## src/hpa_pkg.sv

```systemverilog
`timescale 1ns / 1ps
// ----------------------------------------------------------------------------
// hpa_pkg
// types, widths and codes shared by the handle pool allocator
// ----------------------------------------------------------------------------
package hpa_pkg;

    localparam int POOL_SIZE_DEF = 64;

    localparam int CMD_W       = 2;
    localparam int SOCK_W      = 16;
    localparam int SLOT_W      = 6;
    localparam int GEN_W       = 32;
    localparam int CNT_OUT_W   = 7;
    localparam int SOCK_ST_W   = 17;

    typedef enum logic [CMD_W-1:0] {
        CMD_ALLOC   = 2'd0,
        CMD_RELEASE = 2'd1,
        CMD_CLOSE   = 2'd2
    } t_cmd;

    typedef struct packed {
        logic [GEN_W-1:0]     gen;
        logic                 inst;
        logic [SOCK_ST_W-1:0] sock;
    } t_slot_ent;

    localparam t_slot_ent SLOT_ENT_RST = '{gen: '0, inst: 1'b1, sock: '1};

    typedef struct packed {
        logic                 vld;
        logic [CMD_W-1:0]     cmd;
        logic                 err;
        logic [SLOT_W-1:0]    slot;
        logic [SOCK_W-1:0]    sock;
        logic [CNT_OUT_W-1:0] free_cnt;
    } t_op_ctl;

endpackage

```

## src/hpa_stack.sv

```systemverilog
`timescale 1ns / 1ps
// ----------------------------------------------------------------------------
// hpa_stack
// free slot stack with top counter; pops or pushes at most one slot per item
// ----------------------------------------------------------------------------
module hpa_stack #(
    parameter int  POOL_SIZE = hpa_pkg::POOL_SIZE_DEF,
    localparam int IDX_W     = $clog2(POOL_SIZE),
    localparam int CNT_W     = $clog2(POOL_SIZE + 1)
) (
    input  logic                         i_clk,
    input  logic                         i_rst_n,
    input  logic                         i_adv,
    input  logic                         i_acc,
    input  logic [hpa_pkg::CMD_W-1:0]    i_cmd,
    input  logic [hpa_pkg::SOCK_W-1:0]   i_sock,
    input  logic [hpa_pkg::SLOT_W-1:0]   i_slot,
    input  logic                         i_clr_busy,
    input  logic [IDX_W-1:0]             i_clr_addr,
    output hpa_pkg::t_op_ctl             o_ctl,
    output logic [IDX_W-1:0]             o_idx
);
    import hpa_pkg::*;

    logic [IDX_W-1:0] r_mem [POOL_SIZE];
    logic [CNT_W-1:0] r_top;
    logic [CNT_W-1:0] n_top;
    logic [CNT_W-1:0] top_m1;
    logic [IDX_W-1:0] slot_idx;
    logic [IDX_W-1:0] r_rd;
    logic [IDX_W-1:0] r_slot_idx;
    logic             r_sel_mem;
    logic             in_range;
    logic             is_give;
    logic             pop;
    logic             push;
    t_op_ctl          r_ctl;
    t_op_ctl          n_ctl;

    always_comb begin
        in_range = (32'(i_slot) < 32'(POOL_SIZE));
        slot_idx = IDX_W'(i_slot);
        top_m1   = r_top - CNT_W'(1);
        is_give  = (i_cmd == CMD_RELEASE) || (i_cmd == CMD_CLOSE);
        pop      = (i_cmd == CMD_ALLOC) && (r_top != '0);
        push     = is_give && in_range && (32'(r_top) < 32'(POOL_SIZE));
        if (pop) begin
            n_top = top_m1;
        end else if (push) begin
            n_top = r_top + CNT_W'(1);
        end else begin
            n_top = r_top;
        end
        n_ctl.vld      = i_acc;
        n_ctl.cmd      = i_cmd;
        n_ctl.err      = ((i_cmd == CMD_ALLOC) && (r_top == '0)) || (is_give && !in_range);
        n_ctl.slot     = i_slot;
        n_ctl.sock     = i_sock;
        n_ctl.free_cnt = CNT_OUT_W'(n_top);
    end

    always_ff @(posedge i_clk) begin
        if (!i_rst_n) begin
            r_top <= CNT_W'(POOL_SIZE);
            r_ctl <= '0;
        end else if (i_adv) begin
            r_ctl <= n_ctl;
            if (i_acc) begin
                r_top <= n_top;
            end
        end
    end

    always_ff @(posedge i_clk) begin
        if (i_clr_busy) begin
            r_mem[i_clr_addr] <= IDX_W'(POOL_SIZE - 1) - i_clr_addr;
        end else if (i_acc && push) begin
            r_mem[r_top[IDX_W-1:0]] <= slot_idx;
        end
        if (i_adv) begin
            r_sel_mem  <= (i_cmd == CMD_ALLOC);
            r_slot_idx <= slot_idx;
            if (i_acc && pop) begin
                r_rd <= r_mem[top_m1[IDX_W-1:0]];
            end
        end
    end

    assign o_ctl = r_ctl;
    assign o_idx = r_sel_mem ? r_rd : r_slot_idx;

endmodule

```

## src/hpa_slot_tbl.sv

```systemverilog
`timescale 1ns / 1ps
// ----------------------------------------------------------------------------
// hpa_slot_tbl
// per-slot generation, instance and socket table with read-modify-write
// ----------------------------------------------------------------------------
module hpa_slot_tbl #(
    parameter int  POOL_SIZE = hpa_pkg::POOL_SIZE_DEF,
    localparam int IDX_W     = $clog2(POOL_SIZE)
) (
    input  logic                           i_clk,
    input  logic                           i_rst_n,
    input  logic                           i_adv,
    input  hpa_pkg::t_op_ctl               i_ctl,
    input  logic [IDX_W-1:0]               i_idx,
    input  logic                           i_clr_busy,
    input  logic [IDX_W-1:0]               i_clr_addr,
    output logic                           o_valid,
    output logic                           o_status,
    output logic [hpa_pkg::SLOT_W-1:0]     o_slot_out,
    output logic [hpa_pkg::GEN_W-1:0]      o_generation,
    output logic                           o_instance_bit,
    output logic [hpa_pkg::CNT_OUT_W-1:0]  o_free_count,
    output logic [hpa_pkg::SOCK_W-1:0]     o_close_sock
);
    import hpa_pkg::*;

    t_slot_ent        r_mem [POOL_SIZE];
    t_slot_ent        r_rd;
    t_slot_ent        r_wb_ent;
    t_slot_ent        cur;
    t_slot_ent        n_ent;
    t_op_ctl          r_ctl;
    logic [IDX_W-1:0] r_idx;
    logic [IDX_W-1:0] r_wb_idx;
    logic             r_wb_vld;
    logic             wr;
    logic             r_out_vld;
    logic             n_status;
    logic [SLOT_W-1:0] n_slot_out;
    logic [GEN_W-1:0]  n_gen;
    logic              n_inst;
    logic [SOCK_W-1:0] n_close;

    // newest copy of the entry: last write wins over the stale read
    always_comb begin
        cur   = (r_wb_vld && (r_wb_idx == r_idx)) ? r_wb_ent : r_rd;
        wr    = r_ctl.vld && !r_ctl.err
                && ((r_ctl.cmd == CMD_ALLOC) || (r_ctl.cmd == CMD_RELEASE)
                    || (r_ctl.cmd == CMD_CLOSE));
        n_ent     = cur;
        n_ent.gen = cur.gen + GEN_W'(1);
        n_close   = '0;
        case (r_ctl.cmd)
            CMD_ALLOC: begin
                n_ent.inst = ~cur.inst;
                n_ent.sock = SOCK_ST_W'(r_ctl.sock);
            end
            CMD_CLOSE: begin
                n_ent.sock = '1;
                n_close    = cur.sock[SOCK_W-1:0];
            end
            default: begin
            end
        endcase
        n_status   = r_ctl.err;
        n_slot_out = '0;
        n_gen      = '0;
        n_inst     = 1'b0;
        if (wr) begin
            n_slot_out = SLOT_W'(r_idx);
            n_gen      = n_ent.gen;
            n_inst     = n_ent.inst;
        end else if (r_ctl.err && (r_ctl.cmd != CMD_ALLOC)) begin
            n_slot_out = r_ctl.slot;
        end
        if (!wr) begin
            n_close = '0;
        end
    end

    always_ff @(posedge i_clk) begin
        if (!i_rst_n) begin
            r_ctl     <= '0;
            r_wb_vld  <= 1'b0;
            r_out_vld <= 1'b0;
        end else if (i_adv) begin
            r_ctl     <= i_ctl;
            r_wb_vld  <= wr;
            r_out_vld <= r_ctl.vld;
        end
    end

    always_ff @(posedge i_clk) begin
        if (i_clr_busy) begin
            r_mem[i_clr_addr] <= SLOT_ENT_RST;
        end else if (i_adv && wr) begin
            r_mem[r_idx] <= n_ent;
        end
        if (i_adv) begin
            r_idx    <= i_idx;
            r_wb_idx <= r_idx;
            r_wb_ent <= n_ent;
            if (i_ctl.vld && !i_ctl.err) begin
                r_rd <= r_mem[i_idx];
            end
            o_status       <= n_status;
            o_slot_out     <= n_slot_out;
            o_generation   <= n_gen;
            o_instance_bit <= n_inst;
            o_free_count   <= r_ctl.free_cnt;
            o_close_sock   <= n_close;
        end
    end

    assign o_valid = r_out_vld;

endmodule

```

## src/handle_pool_allocator.sv

```systemverilog
`timescale 1ns / 1ps
// an accepted item passes the stack and slot table stages and the output
// registers to o_valid; throughput: one item per cycle while o_stall is low;
// the free stack moves at accept, the slot table read-modify-write completes
// in the last stage with one-entry forwarding; reset: o_stall stays high while
// both tables are swept to their initial contents, then items are taken
// ----------------------------------------------------------------------------
// handle_pool_allocator
// slot pool with LIFO free list, generation counters and instance bits
// ----------------------------------------------------------------------------
module handle_pool_allocator #(
    parameter int  POOL_SIZE = hpa_pkg::POOL_SIZE_DEF,
    localparam int IDX_W     = $clog2(POOL_SIZE)
) (
    input  logic                           i_clk,
    input  logic                           i_rst_n,
    input  logic                           i_valid,
    output logic                           o_stall,
    input  logic [hpa_pkg::CMD_W-1:0]      i_cmd,
    input  logic [hpa_pkg::SOCK_W-1:0]     i_sock,
    input  logic [hpa_pkg::SLOT_W-1:0]     i_slot,
    output logic                           o_valid,
    input  logic                           i_stall,
    output logic                           o_status,
    output logic [hpa_pkg::SLOT_W-1:0]     o_slot_out,
    output logic [hpa_pkg::GEN_W-1:0]      o_generation,
    output logic                           o_instance_bit,
    output logic [hpa_pkg::CNT_OUT_W-1:0]  o_free_count,
    output logic [hpa_pkg::SOCK_W-1:0]     o_close_sock
);
    import hpa_pkg::*;

    logic             r_clr_busy;
    logic [IDX_W-1:0] r_clr_addr;
    logic             adv;
    logic             acc;
    t_op_ctl          ctl_b;
    logic [IDX_W-1:0] idx_b;

    assign adv     = !o_valid || !i_stall;
    assign o_stall = r_clr_busy || !adv;
    assign acc     = i_valid && !o_stall;

    // initial sweep of both tables
    always_ff @(posedge i_clk) begin
        if (!i_rst_n) begin
            r_clr_busy <= 1'b1;
            r_clr_addr <= '0;
        end else if (r_clr_busy) begin
            r_clr_addr <= r_clr_addr + IDX_W'(1);
            if (r_clr_addr == IDX_W'(POOL_SIZE - 1)) begin
                r_clr_busy <= 1'b0;
            end
        end
    end

    hpa_stack #(.POOL_SIZE(POOL_SIZE)) u_stack (
        .i_clk      (i_clk),
        .i_rst_n    (i_rst_n),
        .i_adv      (adv),
        .i_acc      (acc),
        .i_cmd      (i_cmd),
        .i_sock     (i_sock),
        .i_slot     (i_slot),
        .i_clr_busy (r_clr_busy),
        .i_clr_addr (r_clr_addr),
        .o_ctl      (ctl_b),
        .o_idx      (idx_b)
    );

    hpa_slot_tbl #(.POOL_SIZE(POOL_SIZE)) u_slot_tbl (
        .i_clk          (i_clk),
        .i_rst_n        (i_rst_n),
        .i_adv          (adv),
        .i_ctl          (ctl_b),
        .i_idx          (idx_b),
        .i_clr_busy     (r_clr_busy),
        .i_clr_addr     (r_clr_addr),
        .o_valid        (o_valid),
        .o_status       (o_status),
        .o_slot_out     (o_slot_out),
        .o_generation   (o_generation),
        .o_instance_bit (o_instance_bit),
        .o_free_count   (o_free_count),
        .o_close_sock   (o_close_sock)
    );

endmodule

```

## config.mk

```make
export PLATFORM = sky130hd
export DESIGN_NAME = handle_pool_allocator
export DESIGN_NICKNAME = d
export VERILOG_FILES = /design/src/hpa_pkg.sv /design/src/hpa_stack.sv /design/src/hpa_slot_tbl.sv /design/src/handle_pool_allocator.sv
export SDC_FILE = /design/constraint.sdc
export NUM_CORES = 2
export LEC_CHECK = 0
export ABC_AREA = 1
export BUFFER_PORTS_ARGS = -buffer_cell sky130_fd_sc_hd__buf_4
export CAP_MARGIN = 40
export CELL_PAD_IN_SITES_DETAIL_PLACEMENT = 1
export CELL_PAD_IN_SITES_GLOBAL_PLACEMENT = 1
export CORE_ASPECT_RATIO = 0.5
export CORE_UTILIZATION = 53
export DETAILED_ROUTE_END_ITERATION = 8
export PLACE_DENSITY_LB_ADDON = 0.2
export SLEW_MARGIN = 20
export SYNTH_ARGS = -nofsm -noshare
export SYNTH_HDL_FRONTEND = slang
export SYNTH_SLANG_ARGS = --single-unit
```

## constraint.sdc

```tcl
create_clock -name i_clk -period 6.7 [get_ports i_clk]
set_input_delay 1.005 -clock i_clk [delete_from_list [all_inputs] [get_ports i_clk]]
set_output_delay 1.005 -clock i_clk [all_outputs]
set_load 0.05 [all_outputs]
```

### Yosys cells after proc, flatten, opt, wreduce, memory -nomap -nowiden

Memories as Yosys holds them, arrays and structs flattened. A register that Yosys moved wholly into a read port is not among the register bits.
Cells that the tools add are included.

* bits in latches: 0
* register bits after elaboration: 214
* word-level logic and storage cells: 103
* bits of input ports: 28
* output and inout bits: 65
* memories kept: 2
* bits in read-only memories: 0
* RAM bits: 3584

Memory list
* u_slot_tbl.r_mem: depth 64, width 50, read ports 1, clocked after memory_dff 1, write ports 1, line hpa_slot_tbl.sv:27 `t_slot_ent r_mem [POOL_SIZE];`
* u_stack.r_mem: depth 64, width 6, read ports 1, clocked after memory_dff 1, write ports 1, line hpa_stack.sv:25 `logic [IDX_W-1:0] r_mem [POOL_SIZE];`

* equal/unequal tests: 6
* mux-type cells: 24
* reduce and logical (&&, ||, !) cells: 34
* $lt $le $gt $ge: 1
* shift operators: 0
* multipliers: 0
* bitwise operators: 1
* add/sub/neg operators: 5
* div/mod/pow operators: 0

Operators with widths (count)
* 50-bit 2-to-1 mux: 2
* 50-bit OR reduction: 1
* 6-bit 2-to-1 mux: 6
* 17-bit case mux with 2 select lines: 1
* 32-bit by 1-bit adder with 32-bit output, second input constant: 1
* 7-bit 2-to-1 mux: 2
* 1-bit 2-to-1 mux: 13
* 1-bit logical AND: 12
* 2-bit AND reduction: 4
* 7-bit by 1-bit adder with 7-bit output, second input constant: 1
* 7-bit logical NOT: 1
* 7-bit less-than comparator, second input constant: 1
* 7-bit nonzero test: 1
* 7-bit by 1-bit subtractor with 7-bit output, second input constant: 1
* 6-bit by 1-bit adder with 6-bit output, second input constant: 1
* 6-bit == test: 1
* 6-bit == test, second input constant: 1
* 1-bit logical NOT: 6
* 6-bit OR reduction: 1
* 6-bit subtractor, first input constant: 1
* 1-bit logical OR: 5
* 2-bit by 1-bit == test with 1-bit output, second input constant: 2
* 2-bit == test, second input constant: 2
* 2-bit logical NOT: 2
* other kinds (2): 2

### Depth between registers and ports, before layout

* depth in word-level cells: 12
* mapped depth: 19
* mapped depth without buffers: 19

### Hierarchy

A second synthesis with hierarchy kept.

* cells, all modules: 11973
* area, all modules: 150319.2 um2

Modules (own cells, without submodules)
* hpa_slot_tbl: times used 1, seq. area each 100066.0 um2, area each 131223.4 um2, cells an instance 10085
* hpa_stack: times used 1, seq. area each 12722.2 um2, area each 18774.3 um2, cells an instance 1844
* handle_pool_allocator: times used 1, seq. area each 140.1 um2, area each 321.6 um2, cells an instance 44

### Worst setup path before layout

Ideal clock, no wire load.

* path type: input -> register
* start: input i_stall
* end: register u_slot_tbl.o_close_sock[0] (netlist bit), enable pin
* setup time: 0.546 ns
* arrival: 5.112 ns
* slack: 1.041 ns
* data required time: 6.154 ns
* stages on the path: 3
* path buffers: 2
* path through: nand2_2 clkbuf_1 clkbuf_1

* cells in the longest elaborated chain, start to end: 2

Ends and longest elaborated chain
* start: declaration: line handle_pool_allocator.sv:23 `input logic i_stall,`
* 1-bit logical NOT: line handle_pool_allocator.sv:40 `assign adv = !o_valid || !i_stall;`
* 1-bit logical OR: line handle_pool_allocator.sv:40
* via adv: line handle_pool_allocator.sv:35 `logic adv;`
* end signal: assignment: line hpa_slot_tbl.sv:111 `o_close_sock <= n_close;`
* end: declaration: line hpa_slot_tbl.sv:23 `output logic [hpa_pkg::SOCK_W-1:0] o_close_sock`

The timed path passes the listed nets, and every way through them passes these cells.
A chain may end at the register's enable or synchronous reset.

### Final worst setup path

* start: register u_slot_tbl.r_idx[4]
* end: memory u_slot_tbl.r_mem[57][32] (netlist bit), data pin

* cells in the longest elaborated chain, start to end: 5

Ends and longest elaborated chain
* start: declaration: line hpa_slot_tbl.sv:33 `logic [IDX_W-1:0] r_idx;`
* start signal: assignment: line hpa_slot_tbl.sv:100 `r_idx <= i_idx;`
* 6-bit == test: line hpa_slot_tbl.sv:46 `cur = (r_wb_vld && (r_wb_idx == r_idx)) ? r_wb_ent : r_rd;`
* 1-bit logical AND: line hpa_slot_tbl.sv:46
* 50-bit 2-to-1 mux: line hpa_slot_tbl.sv:46
* 32-bit by 1-bit adder with 32-bit output: line hpa_slot_tbl.sv:51 `n_ent.gen = cur.gen + GEN_W'(1);`
* 50-bit 2-to-1 mux (no source line)
* end: declaration: line hpa_slot_tbl.sv:27

Every way passes these cells.

==> run_results.csv <==
group,metric,value,unit
layout,multi_input_area,34300,sq um
clocking,path_clk_slew,0.06,ns
power_and_ir_drop,swShare,0.231,
global_routing,grt_max_degree,171,
floorplanning,die_w,756,microns
global_routing,grt_pass1_vias,103737,
timing,whs,0.328,ns
layout,fin_cells,15456,
run,max_cap_violations,0,
status,outcome,"completed",
layout,layout_common_cells,"edfxtp_1 (3706), nor2_1 (2581), o21ai_0 (1607)",
hold_path,hp-class,"input port to flop",
floorplanning,dieHeight,379,microns
detailed_routing,wl_per_cell,34.0,microns
clocking,post_cts_resize_count,0,
floorplanning,num_rows,138,
clocking,cts_max_path_buffers,4,
worst_setup_path,path_cells,"inv_1 -> nand2_1 -> nand2_1 -> nand2_2 -> nor2_8 -> nand2_4 -> buf_12 -> o21ai_1 -> inv_1 -> ha_1 -> nand3_1 -> clkinv_1 -> nand2_1 -> nor2_4 -> xnor2_1 -> nor2_4 -> buf_4",
power_and_ir_drop,vdd_drop_max,0.000191,V
floorplanning,ios,93,
timing,max_slew_margin,0.322,
timing,fin_setup_tns,0,ns
timing,rsz0062_at_grt,"false",
synth,synthCells,11470,
global_routing,grt_overflow,0,
timing,max_freq,195,MHz
synth,synthDistinctLibCells,48,
global_routing,track_usage,0.358,
floorplanning,core-area,283000,sq um
detailed_routing,drt-total-wl,526,mm
placement,routabilityCongestion,0.864,
layout,final_core_util,0.592,
detailed_routing,antenna_left,0,
synth,syn_area,151000,sq um
power_and_ir_drop,p_int,37.1,mW
floorplanning,start_util,0.533,
worst_setup_path,worstSetupPathType,"flop to flop",
power_and_ir_drop,p_leak,48.6,nW
placement,placed_cells,14843,
power_and_ir_drop,comb_power_share,0.060,
clocking,cts_max_level,5,
timing,final_max_slew_viol_count,0,
clocking,post_cts_buffers,0,
layout,drive_above_1_share,0.0944,
synth,syn_avg_cell_area,13.1,sq um
layout,nets,11446,
clocking,clock_latency,0.94,ns
power_and_ir_drop,power_switching,11.1,mW
timing,finalCritPeriodShare,0.765,
worst_setup_path,cp-end-kind,"flop",
synth,syn_nets,11503,
synth,ys_ff_latch,3788,
timing,worst_slack,1.58,ns
clocking,cts_buffers,336,
power_and_ir_drop,p_per_area,288,nW/um^2
clocking,cts_tree,"built",
detailed_routing,num_vias,104106,
layout,areaGrowthSynthToFinish,11.1,%
detailed_routing,first_pass_iters,6,
layout,final-seq-area,113000,sq um
placement,place_ws,1.59,ns
timing,fin_crit,5.12,ns
detailed_routing,vias_per_cell,6.74,
worst_setup_path,crit_path_max_incr_delay,0.73,ns
clocking,cts_sinks,3788,
power_and_ir_drop,pwr-share-clk,0.405,
worst_setup_path,crit_top_cell,"nand2_1",
clocking,cts_hold_buf,0,
timing,max_slew.worst_pin.slew,1.02,ns
detailed_routing,drt_iter0_markers,15732,
floorplanning,fp.dieArea,287000,sq um
layout,fill_cells,27099,
timing,setup_viol,0,
worst_setup_path,critPathSlowestCell,"xnor2_1",
synth,ys_seq_area_frac,0.749,
synth,synth_warnings,0,
timing,hold_violations,0,
placement,dp_hpwl,294,mm
worst_setup_path,worstSetupStartpointType,"flop",
global_routing,grt_pass1_wl,740,mm
timing,finClkSkew,0.0585,ns
detailed_routing,drc,0,
synth,synth_ff_type,"edfxtp_1",
worst_setup_path,critical_path_arrival,5.72,ns
layout,final_common_cell,"edfxtp_1",
synth,async_flop_share,0,
worst_setup_path,cp_max_fo,40,
power_and_ir_drop,pwr-share-seq,0.535,
synth,synth_edf_count,3706,
global_routing,antenna_found_initial,25,
worst_setup_path,cp_data_required_time,7.30,ns
clocking,cts_root_buf,"clkbuf_16",
placement,io_buffer_count,92,
sequential cells by signal, indices dropped and copies added, names as in the netlist, 6 cells and up:
signal,flops
u_slot_tbl.r_mem,3136
u_slot_tbl.r_rd,49
r_clr_addr,6
u_slot_tbl.r_idx,6
u_slot_tbl.o_free_count,7
u_stack.r_rd,6
u_slot_tbl.o_generation,32
u_stack.r_mem,384
u_slot_tbl.r_wb_idx,6
u_slot_tbl.r_wb_ent,49
u_stack.r_slot_idx,6
u_slot_tbl.o_slot_out,6
u_slot_tbl.r_ctl,32
u_stack.o_ctl,33
u_slot_tbl.o_close_sock,16
u_stack.r_top,7
path summary, 6_finish.rpt:
path                                          start  cells past startpoint  slack [ns]                          to
worst min-delay path                     i_sock[12]                      3        0.33           u_stack.o_ctl[19]
worst min register to register  u_slot_tbl.r_ctl[0]                      0        0.43  u_slot_tbl.o_free_count[0]
worst max-delay path            u_slot_tbl.r_idx[4]                     17        1.58    u_slot_tbl.r_mem[57][32]
worst max register to register  u_slot_tbl.r_idx[4]                     17        1.58    u_slot_tbl.r_mem[57][32]
synthesized netlist by cell type, drive strengths merged, types with 3 or more instances:
| master | number | share of area |
|---|---|---|
| clkbuf | 510 | 0.013 |
| buf | 297 | 0.013 |
| o211ai | 742 | 0.037 |
| nor3 | 12 | 0.00046 |
| dfxtp | 82 | 0.011 |
| or2 | 70 | 0.0029 |
| xor2 | 19 | 0.0011 |
| nor4 | 4 | 0.00017 |
| nand3 | 738 | 0.025 |
| o32ai | 48 | 0.0028 |
| nand4 | 11 | 0.00046 |
| inv | 145 | 0.0036 |
| nand2 | 291 | 0.0074 |
| xnor2 | 5 | 0.00029 |
| edfxtp | 3706 | 0.74 |
| nor2 | 2695 | 0.068 |
| nand3b | 6 | 0.00030 |
| a21oi | 57 | 0.0019 |
| o221ai | 188 | 0.011 |
| o21ai | 1764 | 0.059 |
| o22ai | 3 | 0.00012 |
| ha | 5 | 0.00041 |
| mux2i | 65 | 0.0043 |
critical path: cells and delay by family (launching register included):
| kind | cells | cell delay, ns |
|---|---|---|
| and+or+nand+nor | 9 | 1.93 |
| buffers and inverters | 5 | 1.06 |
| xor gates and xnor gates | 1 | 0.73 |
| DFF | 1 | 0.43 |
| AOI/OAI and AO/OA | 1 | 0.30 |
| adders and majority gates | 1 | 0.26 |
cells by family (layout without fill, tap and decap cells):
logic type	count (synthesis)	count (layout)	synth area share
other	0	6	0
adders and majority gates	5	5	0.000415
muxes	65	65	0.00432
DFF	3788	3788	0.749
AOI/OAI and AO/OA	2805	2805	0.112
buffers and inverters	954	1154	0.0291
xor gates and xnor gates	24	24	0.00139
and+or+nand+nor	3829	3829	0.104
stage by stage:
stage / instance area (sq um) / total power [mW]
2_1_floorplan: 151000 / 28.0
3_3_place_gp: 156000 / 29.0
3_5_place_dp: 157000 / 29.1
4_1_cts: 167000 / 48.2
5_1_grt: 168000 / 49.1
6_report: 168000 / 48.2
per-layer routing:
metal	up-vias	track usage	wire length, microns
met5	-	0	184
met4	24	0.145	23300
met3	1262	0.0888	62700
met2	6636	0.553	238000
met1	53754	0.491	201000
li1	42430	-	-
final cells by class:
| class | count | area share |
|---|---|---|
| Inverter | 147 | 0.00362 |
| Sequential cell | 3788 | 0.674 |
| Timing Repair Buffer | 412 | 0.0261 |
| Multi-Input combinational cell | 6728 | 0.205 |
| Tap cell | 3780 | 0.0282 |
| Clock buffer | 425 | 0.0537 |
| Clock inverter | 170 | 0.00939 |
| Antenna cell | 6 | 0.0000896 |
power groups by stage:
stage               combinational, mW  sequential (mW)  clock (mW)
floorplan                        1.68             26.3           0
global placement                 2.65             26.3           0
detailed placement               2.76             26.3           0
CTS                              2.80             25.8        19.6
global route                     3.02             25.8        20.3
finish                           2.88             25.8        19.5
Power figures use the tool's default switching activity.
